`config.mk`:
```
export PLATFORM = sky130hd
export DESIGN_NAME = tcw_front
export DESIGN_NICKNAME = d
export VERILOG_FILES = /design/src/sv/tcw_pkg.sv /design/src/sv/tcw_front.sv
export SDC_FILE = /design/constraint.sdc
export NUM_CORES = 1
export LEC_CHECK = 0
export ABC_CLOCK_PERIOD_IN_PS = 1840
export BUFFER_PORTS_ARGS = -buffer_cell sky130_fd_sc_hd__buf_2
export CAP_MARGIN = 20
export CORE_MARGIN = 2
export CORE_UTILIZATION = 34
export DETAILED_ROUTE_END_ITERATION = 7
export PLACE_DENSITY = 0.78
export SLEW_MARGIN = 0
export SYNTH_ARGS = -nofsm -noshare
export SYNTH_HDL_FRONTEND = slang
export SYNTH_SLANG_ARGS = --single-unit
```
`constraint.sdc`:
```
create_clock -name vclk -period 1.84
set_input_delay 0.184 -clock vclk [all_inputs]
set_output_delay 0.184 -clock vclk [all_outputs]
set_load 0.05 [all_outputs]
```
`src/sv/tcw_pkg.sv`:
```
// tcw_pkg: shared types, codes and screen geometry for the text console writer
// used by every module of the block; depends on nothing
`default_nettype none

package tcw_pkg;

  // screen geometry
  localparam int COLUMNS = 80;
  localparam int ROWS    = 25;
  localparam int CELLS   = COLUMNS * ROWS;
  localparam int CUR_W   = $clog2(CELLS);
  localparam int COL_W   = $clog2(COLUMNS);
  localparam int ROW_W   = $clog2(ROWS);

  // command queue between front and back
  localparam int Q_DEPTH = 2;

  // request op codes
  localparam logic [1:0] OP_PUT    = 2'd0;
  localparam logic [1:0] OP_CLEAR  = 2'd1;
  localparam logic [1:0] OP_SETPOS = 2'd2;
  localparam logic [1:0] OP_READ   = 2'd3;

  // special characters
  localparam logic [7:0] CH_TAB     = 8'd9;
  localparam logic [7:0] CH_NEWLINE = 8'd10;
  localparam logic [7:0] CH_SPACE   = 8'd32;

  // configuration register indexes
  localparam logic [1:0] REG_ATTRIBUTE  = 2'd0;
  localparam logic [1:0] REG_BLANK_CELL = 2'd1;
  localparam logic [1:0] REG_TAB_WIDTH  = 2'd2;

  // configuration reset values
  localparam logic [7:0]  ATTRIBUTE_RESET  = 8'd7;
  localparam logic [15:0] BLANK_CELL_RESET = 16'd1824;
  localparam logic [3:0]  TAB_WIDTH_RESET  = 4'd8;

  typedef enum logic [2:0] {
    CMD_CHAR,
    CMD_NEWLINE,
    CMD_TAB,
    CMD_CLEAR,
    CMD_SETPOS,
    CMD_READ
  } cmd_kind_t;

  // classified request as it sits in the queue
  typedef struct packed {
    cmd_kind_t        kind;
    logic [7:0]       ch;
    logic             on_screen;
    logic [CUR_W-1:0] addr;
    logic [COL_W-1:0] col;
    logic [ROW_W-1:0] row;
  } cmd_t;

  typedef struct packed {
    logic [7:0]  attribute;
    logic [15:0] blank_cell;
    logic [3:0]  tab_width;
  } cfg_t;

  typedef struct packed {
    logic [10:0] cursor_index;
    logic [6:0]  cursor_col;
    logic [4:0]  cursor_row;
    logic        scrolled;
    logic        range_error;
    logic [15:0] cell_data;
  } res_t;

endpackage

`default_nettype wire

```
`src/sv/tcw_front.sv`:
```
// tcw_front: classifies an incoming request and forms its cell address
// depends on tcw_pkg
`default_nettype none

module tcw_front
  import tcw_pkg::*;
(
  input  wire logic [1:0] op,
  input  wire logic [7:0] char_code,
  input  wire logic [7:0] col,
  input  wire logic [7:0] row,
  output cmd_t            cmd
);

  logic [15:0] lin;
  logic        on_screen;

  // position check and linear cell address
  assign on_screen = (col < 8'(COLUMNS)) && (row < 8'(ROWS));
  assign lin       = 16'(row) * 16'(COLUMNS) + 16'(col);

  // request classification
  always_comb begin
    cmd.ch        = char_code;
    cmd.on_screen = on_screen;
    cmd.addr      = CUR_W'(lin);
    cmd.col       = COL_W'(col);
    cmd.row       = ROW_W'(row);
    case (op)
      OP_PUT: begin
        if (char_code == CH_NEWLINE) cmd.kind = CMD_NEWLINE;
        else if (char_code == CH_TAB) cmd.kind = CMD_TAB;
        else cmd.kind = CMD_CHAR;
      end
      OP_CLEAR:  cmd.kind = CMD_CLEAR;
      OP_SETPOS: cmd.kind = CMD_SETPOS;
      OP_READ:   cmd.kind = CMD_READ;
      default:   cmd.kind = CMD_CHAR;
    endcase
  end

endmodule

`default_nettype wire

```
# Word-level counts from Yosys, hierarchy flattened
# Index checks and enable logic that the tools add are counted.
[classes]
n_addsub = 1
mul = 1
div = 0
magnitude_cmp = 2
eq_ne = 5
shift = 0
mux = 3
bitwise_logic = 0
reduce_logical = 2
[ops]
columns = ["operator", "n"]
rows = [
  ["== test 8 x 4 -> 1 bit, second input constant", 2],
  ["one-hot mux 3 bit (4 select lines)", 1],
  ["adder 11 x 8 -> 11 bit", 1],
  ["less-than comparator 8 x 5 -> 1 bit, second input constant", 1],
  ["less-than comparator 8 x 7 -> 1 bit, second input constant", 1],
  ["multiplier 8 x 3 -> 7 bit, second input constant", 1],
  ["== test 2 bit, second input constant", 2],
  ["two-way mux 2 bit", 2],
  ["== test 2 x 1 -> 1 bit, second input constant", 1],
  ["zero test 2 bit", 1],
  ["logical AND 1 bit", 1],
]
[totals]
ff_bits = 0
latchBits = 0
mem_bits_rw = 0
mem_bits_ro = 0
in_bits = 26
out_inout_bits = 35
wordCells = 14
n_memories = 0

# Longest topological paths before layout
[depth]
depth_word = 4
depth_mapped = 7
ltp_nobuf = 7

# Worst setup path after synthesis
# No wires, ideal clock.
[synth_timing]
path_kind = "input-to-output"
from = "in row[1]"
to = "out cmd[21] in the netlist's numbering"
t_arrival_ns = 2.191
required_ns = 1.656
setup_slack_ns = -0.535
cell_stages = 7
path_buffers = 0
cell_sequence = "ha_1 > ha_1 > inv_1 > fa_1 > nand2b_1 > o22ai_1 > xnor2_1"
[synth_lines]
columns = ["element", "line", "rtl"]
rows = [
  ["start: declaration", "tcw_front.sv:11", "input wire logic [7:0] row,"],
  ["end: declaration", "tcw_front.sv:12", "output cmd_t cmd"],
]

==> results by group <==
Status
  • Status: complete, but fails checks
  • Failing checks: setup timing

Detailed routing
  • DRT antenna net count: 0
  • Detailed Route WL: between 1500 and 2000 um
  • Via Count: about 600
  • Drt first-iter violations: 1
  • Routed WL per cell: 12.19 um
  • DR vias/cell: 4.770
  • # DRC: 0
  • 1st-pass router iterations: 4

Timing
  • Fin crit period: between 2 and 2.5 ns
  • Final Max Tran Viols: 0
  • Relative slew slack: between 80% and 90%
  • Final setup vio count: 3
  • Tcrit/Tclk final: 112.3%
  • Final hold slack: approximately 0.37 ns
  • Final WS setup: -0.2257 ns
  • Fin. Hold Viols: 0
  • Fmax: 484.1 MHz
  • Slew @ Worst Pin: 0.2831 ns
  • Unrepaired setup endpoints after global routing: yes

Logic synthesis
  • Synth top cells by count: 25 x buf_4, 11 x ha_1, 5 x inv_1, 5 x xnor2_1, 4 x xor2_1
  • Synth Area in Simple Gates: around 9.3%
  • Post-synthesis xor/xnor area fraction: between 10% and 20%
  • Syn Area/Cell: between 8 and 9 um^2
  • Top-count cell post-synth: buf_4
  • Cell taking the most area after synthesis: buf_4
  • Sequential element share of the synthesized area: 0%
  • Adder and majority gate portion of the synthesized area: 29.89%
  • Post-synth top area share: between 30% and 40%
  • Mapped Area: 594.3 um^2
  • Top cells by area, synth: buf_4 32%, ha_1 23%, xnor2_1 7.4%, fa_1 6.7%, xor2_1 5.9%
  • Yosys warning total: 0
  • Largest family of logic cells by synthesized area: buffers and inverters
  • Synth unique cells: 21
  • Mapped Nets: roughly 110
  • Mux share of post-synthesis cell area: 0%
  • Compound-Gate Fraction of Synth Area: between 10% and 20%
  • Syn Inst Count: a little over 70

GRT
  • Met1 GRT Util: roughly 17%
  • Grt met3 use: less than 1%
  • First-pass GRT wire length: between 2000 and 2500 um
  • Total global routing overflow: 0
  • GRT busiest layer: met2
  • Met2 GRT Util: 30.42%
  • Gr usage total: roughly 15%
  • Largest net degree at the start of global routing: 5
  • Initial antenna violation count: 0
  • Number of global-route vias before repair: 564

Floorplanning
  • IO Count: 61
  • Die width: roughly 46 um
  • Initial Util: between 30% and 40%
  • Die Ht: about 46 um
  • Cell Rows: 15
  • Core area: 1689 um^2
  • Die area: roughly 2100 um^2

Critical path
  • Slowest cell delay on critical path: 0.37 ns
  • Setup crit start kind: input port
  • Crit path capture type: output pin
  • CP required: ~1.7 ns
  • Worst-path maximum fanout: 2
  • Worst Path Arrival: 1.88 ns
  • Most common cell on crit path: ha_4
  • Cell family with most CP delay: adder cells
  • Critical path's slowest cell: fa_2
  • Setup CP Type: input port to output pin
  • CP bufs+invs: 3
  • Crit-path cells: buf_8 -> ha_4 -> ha_4 -> inv_2 -> fa_2 -> xor2_4 -> nor3_4 -> xnor2_4 -> buf_6

Power and ir drop
  • Seq pwr share: 0%
  • Pint: between 300 and 400 uW
  • Sw Pwr: 437.9 uW
  • Pleak: roughly 0.00052 uW
  • PwrDens: approximately 720 nW/um^2
  • Clock group share of total power: 0%
  • Sw frac: 58.75%
  • Peak VDD IR: around 370 uV
  • Logic pwr share: between 90% and 100%
  • Total power: ~750 uW

Place
  • HPWL after DPL: 1345 um
  • Routability congestion estimate: around 0.8
  • Port-buffer cells: between 40 and 50

Flow run
  • Maxcap violations: 0

Cells and area
  • Nets@finish: 150
  • Ratio of cells with drive above 1 in the final layout: around 78%
  • Diode count: 0
  • Layout area overhead: 74.32%
  • CLK BUF: 0
  • Sequential cell count: 0
  • FF/Latch Area: 0 um^2

Clock network
  • CTS Hold Bufs: 0

Hold path
  • Worst hold-check path type: input port to output pin
[cell type report]
cell class	count	area, um^2
Timing Repair Buffer	63	405.4
Inverter	5	18.77
Multi-Input combinational cell	41	590.6
Tap cell	17	21.27
Fill cell	142	653.1
[worst paths after layout]
path	from	end	slack, ns	depth (start not counted)
max	row[1]	cmd[22]	-0.23	9
min	col[3]	cmd[15]	0.37	0
[layer usage]
layer	part of all wire, %	routed length, um
met4	0	0
met3	5.3	81
met2	58	898
met5	0	0
met1	36	556
[power by group through the flow]
stage	clock network, uW	logic (uW)	registers (uW)
finish	0	745	0
global route	0	785	0
CTS	0	739	0
detailed placement	0	654	0
global placement	0	643	0
floorplan	0	557	0
[cells in the final DEF (no fill, tap or decap)]
cell	count
xor2_2	1
and3_1	1
o22ai_4	1
or4_4	1
a21oi_2	1
nor3_4	1
inv_1	4
nor3b_2	1
nand2b_4	1
nor2_1	2
xor2_1	2
a21oi_4	1
ha_1	5
a31oi_1	1
a21o_1	3
xor2_4	1
a31o_1	1
xnor2_4	2
nor4_1	1
o311ai_0	1
buf_2	42
inv_2	1
buf_6	6
buf_8	2
a21oi_1	1
ha_4	6
xnor2_1	1
o21ai_0	1
fa_2	2
xnor2_2	2
buf_4	13
[stage by stage]
stage	TNS [ns]	setup WS (ns)	instance area (um^2)	utilization (%)	instances
floorplan	-0.2431	-0.1536	728.2	-	72
global placement	-0.8650	-0.3520	908.4	53.78	126
detailed placement	-0.9273	-0.3790	908.4	53.78	126
CTS	-0.6126	-0.2406	1008	59.70	126
global route	-0.6554	-0.2692	1036	61.33	126
finish	-0.5256	-0.2257	1036	61.33	126
[cell families after synthesis]
logic type / after synthesis
xor+xnor: 9
compound gates: 11
fa+ha+maj: 13
simple gates: 8
buf+inv: 31
[repair_timing]
| action | 4_1_cts | 5_1_grt |
|---|---|---|
| endpoints found under the setup margin | 3 | 4 |
| resized for setup | 22 | 7 |
| setup buffers | 1 | 1 |
| endpoints found under the hold margin | 0 | 0 |
| pin swaps | 9 | 2 |
(Power assumes the default switching activity.)
