**src/sv/tcw_pkg.sv**
```systemverilog
// tcw_pkg: shared types, codes and screen geometry for the text console writer
// used by every module of the block; depends on nothing
`default_nettype none

package tcw_pkg;

  // screen geometry
  localparam int COLUMNS = 80;
  localparam int ROWS    = 25;
  localparam int CELLS   = COLUMNS * ROWS;
  localparam int CUR_W   = $clog2(CELLS);
  localparam int COL_W   = $clog2(COLUMNS);
  localparam int ROW_W   = $clog2(ROWS);

  // command queue between front and back
  localparam int Q_DEPTH = 2;

  // request op codes
  localparam logic [1:0] OP_PUT    = 2'd0;
  localparam logic [1:0] OP_CLEAR  = 2'd1;
  localparam logic [1:0] OP_SETPOS = 2'd2;
  localparam logic [1:0] OP_READ   = 2'd3;

  // special characters
  localparam logic [7:0] CH_TAB     = 8'd9;
  localparam logic [7:0] CH_NEWLINE = 8'd10;
  localparam logic [7:0] CH_SPACE   = 8'd32;

  // configuration register indexes
  localparam logic [1:0] REG_ATTRIBUTE  = 2'd0;
  localparam logic [1:0] REG_BLANK_CELL = 2'd1;
  localparam logic [1:0] REG_TAB_WIDTH  = 2'd2;

  // configuration reset values
  localparam logic [7:0]  ATTRIBUTE_RESET  = 8'd7;
  localparam logic [15:0] BLANK_CELL_RESET = 16'd1824;
  localparam logic [3:0]  TAB_WIDTH_RESET  = 4'd8;

  typedef enum logic [2:0] {
    CMD_CHAR,
    CMD_NEWLINE,
    CMD_TAB,
    CMD_CLEAR,
    CMD_SETPOS,
    CMD_READ
  } cmd_kind_t;

  // classified request as it sits in the queue
  typedef struct packed {
    cmd_kind_t        kind;
    logic [7:0]       ch;
    logic             on_screen;
    logic [CUR_W-1:0] addr;
    logic [COL_W-1:0] col;
    logic [ROW_W-1:0] row;
  } cmd_t;

  typedef struct packed {
    logic [7:0]  attribute;
    logic [15:0] blank_cell;
    logic [3:0]  tab_width;
  } cfg_t;

  typedef struct packed {
    logic [10:0] cursor_index;
    logic [6:0]  cursor_col;
    logic [4:0]  cursor_row;
    logic        scrolled;
    logic        range_error;
    logic [15:0] cell_data;
  } res_t;

endpackage

`default_nettype wire

```
**src/sv/tcw_cmd_queue.sv**
```systemverilog
// tcw_cmd_queue: short queue of classified requests between front and back
// depends on tcw_pkg
`default_nettype none

module tcw_cmd_queue
  import tcw_pkg::*;
(
  input  wire logic clk,
  input  wire logic rst,
  input  wire logic wr_en,
  input  cmd_t      wr_cmd,
  output logic      q_full,
  input  wire logic rd_en,
  output logic      q_valid,
  output cmd_t      q_head
);

  localparam int PTR_W = (Q_DEPTH > 1) ? $clog2(Q_DEPTH) : 1;
  localparam int CNT_W = $clog2(Q_DEPTH + 1);

  cmd_t             slots [Q_DEPTH];
  logic [PTR_W-1:0] wr_ptr;
  logic [PTR_W-1:0] rd_ptr;
  logic [CNT_W-1:0] count;

  assign q_full  = (count == CNT_W'(Q_DEPTH));
  assign q_valid = (count != '0);
  assign q_head  = slots[rd_ptr];

  // storage
  always_ff @(posedge clk) begin
    if (wr_en) slots[wr_ptr] <= wr_cmd;
  end

  // pointers and fill level
  always_ff @(posedge clk) begin
    if (rst) begin
      wr_ptr <= '0;
      rd_ptr <= '0;
      count  <= '0;
    end else begin
      if (wr_en) begin
        wr_ptr <= (wr_ptr == PTR_W'(Q_DEPTH - 1)) ? '0 : wr_ptr + 1'b1;
      end
      if (rd_en) begin
        rd_ptr <= (rd_ptr == PTR_W'(Q_DEPTH - 1)) ? '0 : rd_ptr + 1'b1;
      end
      if (wr_en && !rd_en) count <= count + 1'b1;
      else if (rd_en && !wr_en) count <= count - 1'b1;
    end
  end

endmodule

`default_nettype wire

```
**config.mk**
```make
export PLATFORM = sky130hd
export DESIGN_NAME = tcw_cmd_queue
export DESIGN_NICKNAME = d
export VERILOG_FILES = /design/src/sv/tcw_pkg.sv /design/src/sv/tcw_cmd_queue.sv
export SDC_FILE = /design/constraint.sdc
export NUM_CORES = 1
export LEC_CHECK = 0
export ABC_AREA = 1
export ABC_CLOCK_PERIOD_IN_PS = 2400
export BUFFER_PORTS_ARGS = -buffer_cell sky130_fd_sc_hd__buf_2
export CORE_ASPECT_RATIO = 0.7
export CORE_MARGIN = 4
export CORE_UTILIZATION = 40
export DETAILED_ROUTE_END_ITERATION = 12
export GPL_ROUTABILITY_DRIVEN = 0
export HOLD_SLACK_MARGIN = 0.02
export PLACE_DENSITY_LB_ADDON = 0.1
export SLEW_MARGIN = 10
export SYNTH_ARGS = -nofsm -noshare
export SYNTH_HDL_FRONTEND = slang
export SYNTH_SLANG_ARGS = --single-unit
export TNS_END_PERCENT = 20
```
**constraint.sdc**
```tcl
create_clock -name clk -period 2.4 [get_ports clk]
set_input_delay 0.12 -clock clk [delete_from_list [all_inputs] [get_ports clk]]
set_output_delay 0.12 -clock clk [all_outputs]
set_load 0.005 [all_outputs]
```
* After elaboration in Yosys (flattened, before gate mapping)
Memories as Yosys holds them, arrays and structs flattened. A register that Yosys moved wholly into a read port is not among the register bits. Cells that the tools add are included.
Storage, ports and cells: latch bits 0, register bits 4, ROM bits 0, memories kept 1, bits of input ports 39, bits in writable memories 70
Memory list:
- slots | depth 2, width 35, rd ports 1, clocked after Yosys merged registers in 1, write ports 1, RTL line tcw_cmd_queue.sv:21 | cmd_t slots [Q_DEPTH];
Operators by class: add/subtract/negate cells 4, shift operators 0, $mul 0, div/mod/pow operators 0, reductions and logical operators 6, equal/unequal tests 1, magnitude comparators 0, bitwise gates (word level) 0, mux-type cells 8
Operator list (number):
- $mux W1 | 6
- $mux W2 | 2
- $reduce_bool A2 Y1 | 2
- $add A1 B1 Y1 const B | 2
- $add A2 B1 Y2 const B | 1
- $eq A2 B2 Y1 const B | 1
- $logic_and A1 B1 Y1 | 2
- $logic_not A1 Y1 | 2
- $sub A2 B1 Y2 const B | 1

* Longest topological paths before layout
depth after elaboration 4, depth in mapped cells 8, gate-level depth less buffers 8

* Least setup slack after synthesis
No wires, ideal clock.
path kind reg2reg, start register wr_ptr, end memory slots[0][0] in the netlist's numbering, enable pin, path slack 172 ps, arrival 1800 ps, period minus slack after synthesis 2228 ps, stages on the path, launching flop included 2, required time 1972 ps, cell sequence dfxtp_1 > nor2_1
RTL lines:
- start, declared | RTL line tcw_cmd_queue.sv:22 | logic [PTR_W-1:0] wr_ptr;
- start signal, assigned | RTL line tcw_cmd_queue.sv:43 | wr_ptr <= (wr_ptr == PTR_W'(Q_DEPTH - 1)) ? '0 : wr_ptr + 1'b1;
- end, declared | RTL line tcw_cmd_queue.sv:21
Straight into the memory's write port.

==> PnR_summary.wiki <==
{| class="wikitable"
! Metric !! Value
|-
| Number of standard-cell rows in the floorplan || 25
|-
| Final-report hold violation count || 0
|-
| Final Max Tran Viols || 0
|-
| Measured slew at the worst slew-check pin || 0.633 ns
|-
| Post-route clock period utilization || 0.716
|-
| Htree depth || 3
|-
| Width of the chip || between 100 and 150 um
|-
| Cells along the critical path || buf_12, mux2_2, buf_2
|-
| Shortest period the worst path allows || 1.72 ns
|-
| Remaining design rule violation count || 0
|-
| Later-pin clock latency in the skew report || ~0.34 ns
|-
| Final antenna-violating net count || 0
|-
| Routed wirelength normalized by instance count || approximately 14 um
|-
| Clock skew after layout || slightly below 0.006 ns
|-
| Area delta synth->final || 36.4%
|-
| Average cell area after synthesis || about 20 um2
|-
| Post-layout util || 0.573
|-
| Power per unit of standard cell area || between 700 and 800 nW/um2
|-
| Length of the first detailed-routing pass in iterations || 4
|-
| Cells taking the most area after synthesis || sky130_fd_sc_hd__edfxtp_1, sky130_fd_sc_hd__mux2_4, sky130_fd_sc_hd__dfxtp_1, sky130_fd_sc_hd__buf_12, sky130_fd_sc_hd__mux2_2
|-
| Path category of the worst min-delay check || in2reg
|-
| Num Clock Sinks || 75
|-
| Total half-perimeter wirelength after legalization and detailed placement || about 3400 um
|-
| Clock slew seen by the registers of the worst setup and hold paths || about 0.07 ns
|-
| Synthesized cell area || slightly below 3000 um2
|-
| Number of global-route vias before repair || roughly 1700
|-
| Number of top-level design ports || between 70 and 80
|-
| Max Fclk || between 500 and 600 MHz
|-
| Element type at the critical path end || output port
|-
| Core outline area || 6910 um2
|-
| Register bit count reported by yosys || 75
|-
| Final-layout fill cell count || approximately 570
|-
| Largest net degree at the start of global routing || 28
|-
| Start-to-end type of the worst setup path || reg2out
|-
| Buffers added on ports || between 70 and 80
|-
| Post-Route WL || around 5000 um
|-
| Number of buffers and inverters on the critical path || 2
|-
| Number of nets in the layout || 305
|-
| Global-route wire length before repair || 7890 um
|-
| GR Util met3 || 0.0569
|-
| Met1 demand-to-capacity share in global routing || 0.126
|-
| Post-synthesis net count || roughly 180
|-
| Distinct cell type count after synthesis || 16
|-
| Via count || between 1500 and 2000
|-
| Antenna violations before repair || 0
|-
| Pleak || 1.61 nW
|-
| Gate count of the mapped netlist || around 140
|-
| Share of post-route cells with drive strength above 1 || 0.493
|-
| Setup total negative slack || 0 ns
|-
| Peak ir drop on the vdd network || between 0.3 and 0.4 mV
|-
| CP Launch Type || register
|-
| Global Route Usage Sum || 0.124
|-
| Crit-path slowest cell || sky130_fd_sc_hd__dfxtp_2
|-
| Remaining global-route overflow || 0
|-
| Maximum clock insertion buffer count || 2
|-
| Initial DRC Count || 47
|-
| Part of the Yosys area used for sequential elements || 0.758
|-
| Max-cap viol count || 0
|-
| Family of cells with the greatest summed delay on the critical path || flip-flops
|-
| Share of the synthesized area in the top cell type || 0.723
|-
| Sequential cell area || 2200 um2
|-
| Critical path data arrival time || around 1.6 ns
|-
| TritonCTS clock tree || built
|-
| Worst path max stage delay || around 0.50 ns
|-
| DIE HEIGHT || about 79 um
|-
| Highest-utilization routing layer at the global route stage || met2
|-
| Library cell occupying the most area in the post-synthesis netlist || sky130_fd_sc_hd__edfxtp_1
|-
| Number of setup violations in the final report || 0
|-
| Number of warning messages in the yosys log || 0
|-
| Die outline area || 8720 um2
|-
| Outcome || finished clean
|-
| Cts bufs inserted || 9
|-
| Peak fanout along the critical path || 27
|-
| CTS Root Cell || sky130_fd_sc_hd__clkbuf_8
|-
| Max-Slew Margin vs Limit || 0.577
|-
| GR Layer Usage met2 || 0.216
|-
| Area occupied by multi-input gates || approximately 600 um2
|-
| Effective utilization at floorplan || 0.420
|-
| Setup repair after global routing missed its margin || no
|-
| Drt via density || about 4.4
|-
| Diode count || 0
|-
| Critical path data required time || approximately 2.3 ns
|}
==> routing by layer <==
metal,vias to the layer above,routed length (um)
met2,46,2600
met5,-,0
met1,772,1920
met3,11,395
li1,779,-
met4,0,92
==> what timing repair did <==
item	in CTS	in global routing
gates resized for setup	0	0
endpoints found under the hold margin	73	0
hold buffers	36	0
buffers inserted	0	0
==> metrics by stage <==
step | cell area [um2] | instances | hold WS [ns] | power, W | worst slack (ns)
after floorplan | 2910 | 142 | 0.192 | 0.00176 | 0.172
after global placement | 3390 | 312 | 0.308 | 0.00188 | 0.960
after detailed placement | 3390 | 312 | 0.311 | 0.00189 | 0.938
after CTS | 3960 | 364 | 0.0503 | 0.00295 | 0.632
after global routing | 3960 | 364 | 0.0564 | 0.00303 | 0.577
final | 3960 | 364 | 0.0658 | 0.00290 | 0.682
==> state kept, by name (all words and copies together) (netlist names), named ones only <==
signal / cells
slots: 70
rd_ptr: 1
count: 2
wr_ptr: 1
==> area by class of cell <==
class,instances,share of cell area
Sequential cell,75,0.556
Timing Repair Buffer,116,0.198
Multi-Input combinational cell,54,0.153
Clock buffer,9,0.0313
Tap cell,94,0.0297
Clock inverter,7,0.0234
Inverter,9,0.00852
==> worst register-to-register path: stages (launching register included) <==
cell and delay [ns]:
sky130_fd_sc_hd__dfxtp_1 0.34, sky130_fd_sc_hd__nor2_4 0.52, sky130_fd_sc_hd__buf_4 0.29
==> where the power goes <==
| group | total [W] | switching, W | internal (W) |
|---|---|---|---|
| clock | 0.00101 | 0.000426 | 0.000580 |
| combinational | 0.000361 | 0.000145 | 0.000216 |
| sequential | 0.00154 | 0.0000266 | 0.00151 |
| total | 0.00290 | 0.000598 | 0.00231 |
==> cells in the final DEF, fill, tap and decap left out <==
cell and instances:
sky130_fd_sc_hd__o21ai_0 1, sky130_fd_sc_hd__clkbuf_8 9, sky130_fd_sc_hd__mux2_2 5, sky130_fd_sc_hd__dlygate4sd3_1 36, sky130_fd_sc_hd__clkinv_2 2, sky130_fd_sc_hd__dfxtp_1 4
sky130_fd_sc_hd__a21oi_1 1, sky130_fd_sc_hd__nor2_4 1, sky130_fd_sc_hd__xnor2_1 1, sky130_fd_sc_hd__ha_1 1, sky130_fd_sc_hd__buf_2 75, sky130_fd_sc_hd__nand4_1 1
sky130_fd_sc_hd__dfxtp_2 1, sky130_fd_sc_hd__buf_12 1, sky130_fd_sc_hd__nand3_1 1, sky130_fd_sc_hd__buf_4 4, sky130_fd_sc_hd__mux2_4 30, sky130_fd_sc_hd__nand2_1 6
sky130_fd_sc_hd__nor2_1 5, sky130_fd_sc_hd__nor3_1 1, sky130_fd_sc_hd__bufinv_16 2, sky130_fd_sc_hd__inv_1 9, sky130_fd_sc_hd__edfxtp_1 70, sky130_fd_sc_hd__clkinvlp_4 3
==> kinds of logic (layout without fill, tap and decap cells) <==
logic type	Yosys count	after routing	share of synthesized area
muxes	35	35	0.174
and+or+nand+nor	15	15	0.0211
xor gates and xnor gates	1	1	0.00301
buffers and inverters	13	141	0.0362
AOI/OAI and AO/OA	2	2	0.00344
DFF	75	75	0.758
adders and majority gates	1	1	0.00430
==> cells in the mapped netlist <==
cell                       count
sky130_fd_sc_hd__mux2_2        5
sky130_fd_sc_hd__o21ai_0       1
sky130_fd_sc_hd__xnor2_1       1
sky130_fd_sc_hd__edfxtp_1     70
sky130_fd_sc_hd__inv_1         9
sky130_fd_sc_hd__buf_12        3
sky130_fd_sc_hd__ha_1          1
sky130_fd_sc_hd__dfxtp_1       5
sky130_fd_sc_hd__a21oi_1       1
sky130_fd_sc_hd__buf_6         1
sky130_fd_sc_hd__nand2_1       6
sky130_fd_sc_hd__nand3_1       1
sky130_fd_sc_hd__nand4_1       1
sky130_fd_sc_hd__mux2_4       30
sky130_fd_sc_hd__nor2_1        6
sky130_fd_sc_hd__nor3_1        1
==> path summary, 6_finish.rpt <==
kind              cells past startpoint                endpoint                start  slack [ns]
setup / recovery                      3              q_head[19]             register        0.68
hold / removal                        3                register                rd_en        0.07
setup reg to reg                      2  slots[0][10]$_DFFE_PP_  wr_ptr$_SDFFE_PP0P_        0.95
hold reg to reg                       2                register  rd_ptr$_SDFFE_PP0P_        0.52
No activity file was read; power rests on OpenSTA's default activity.
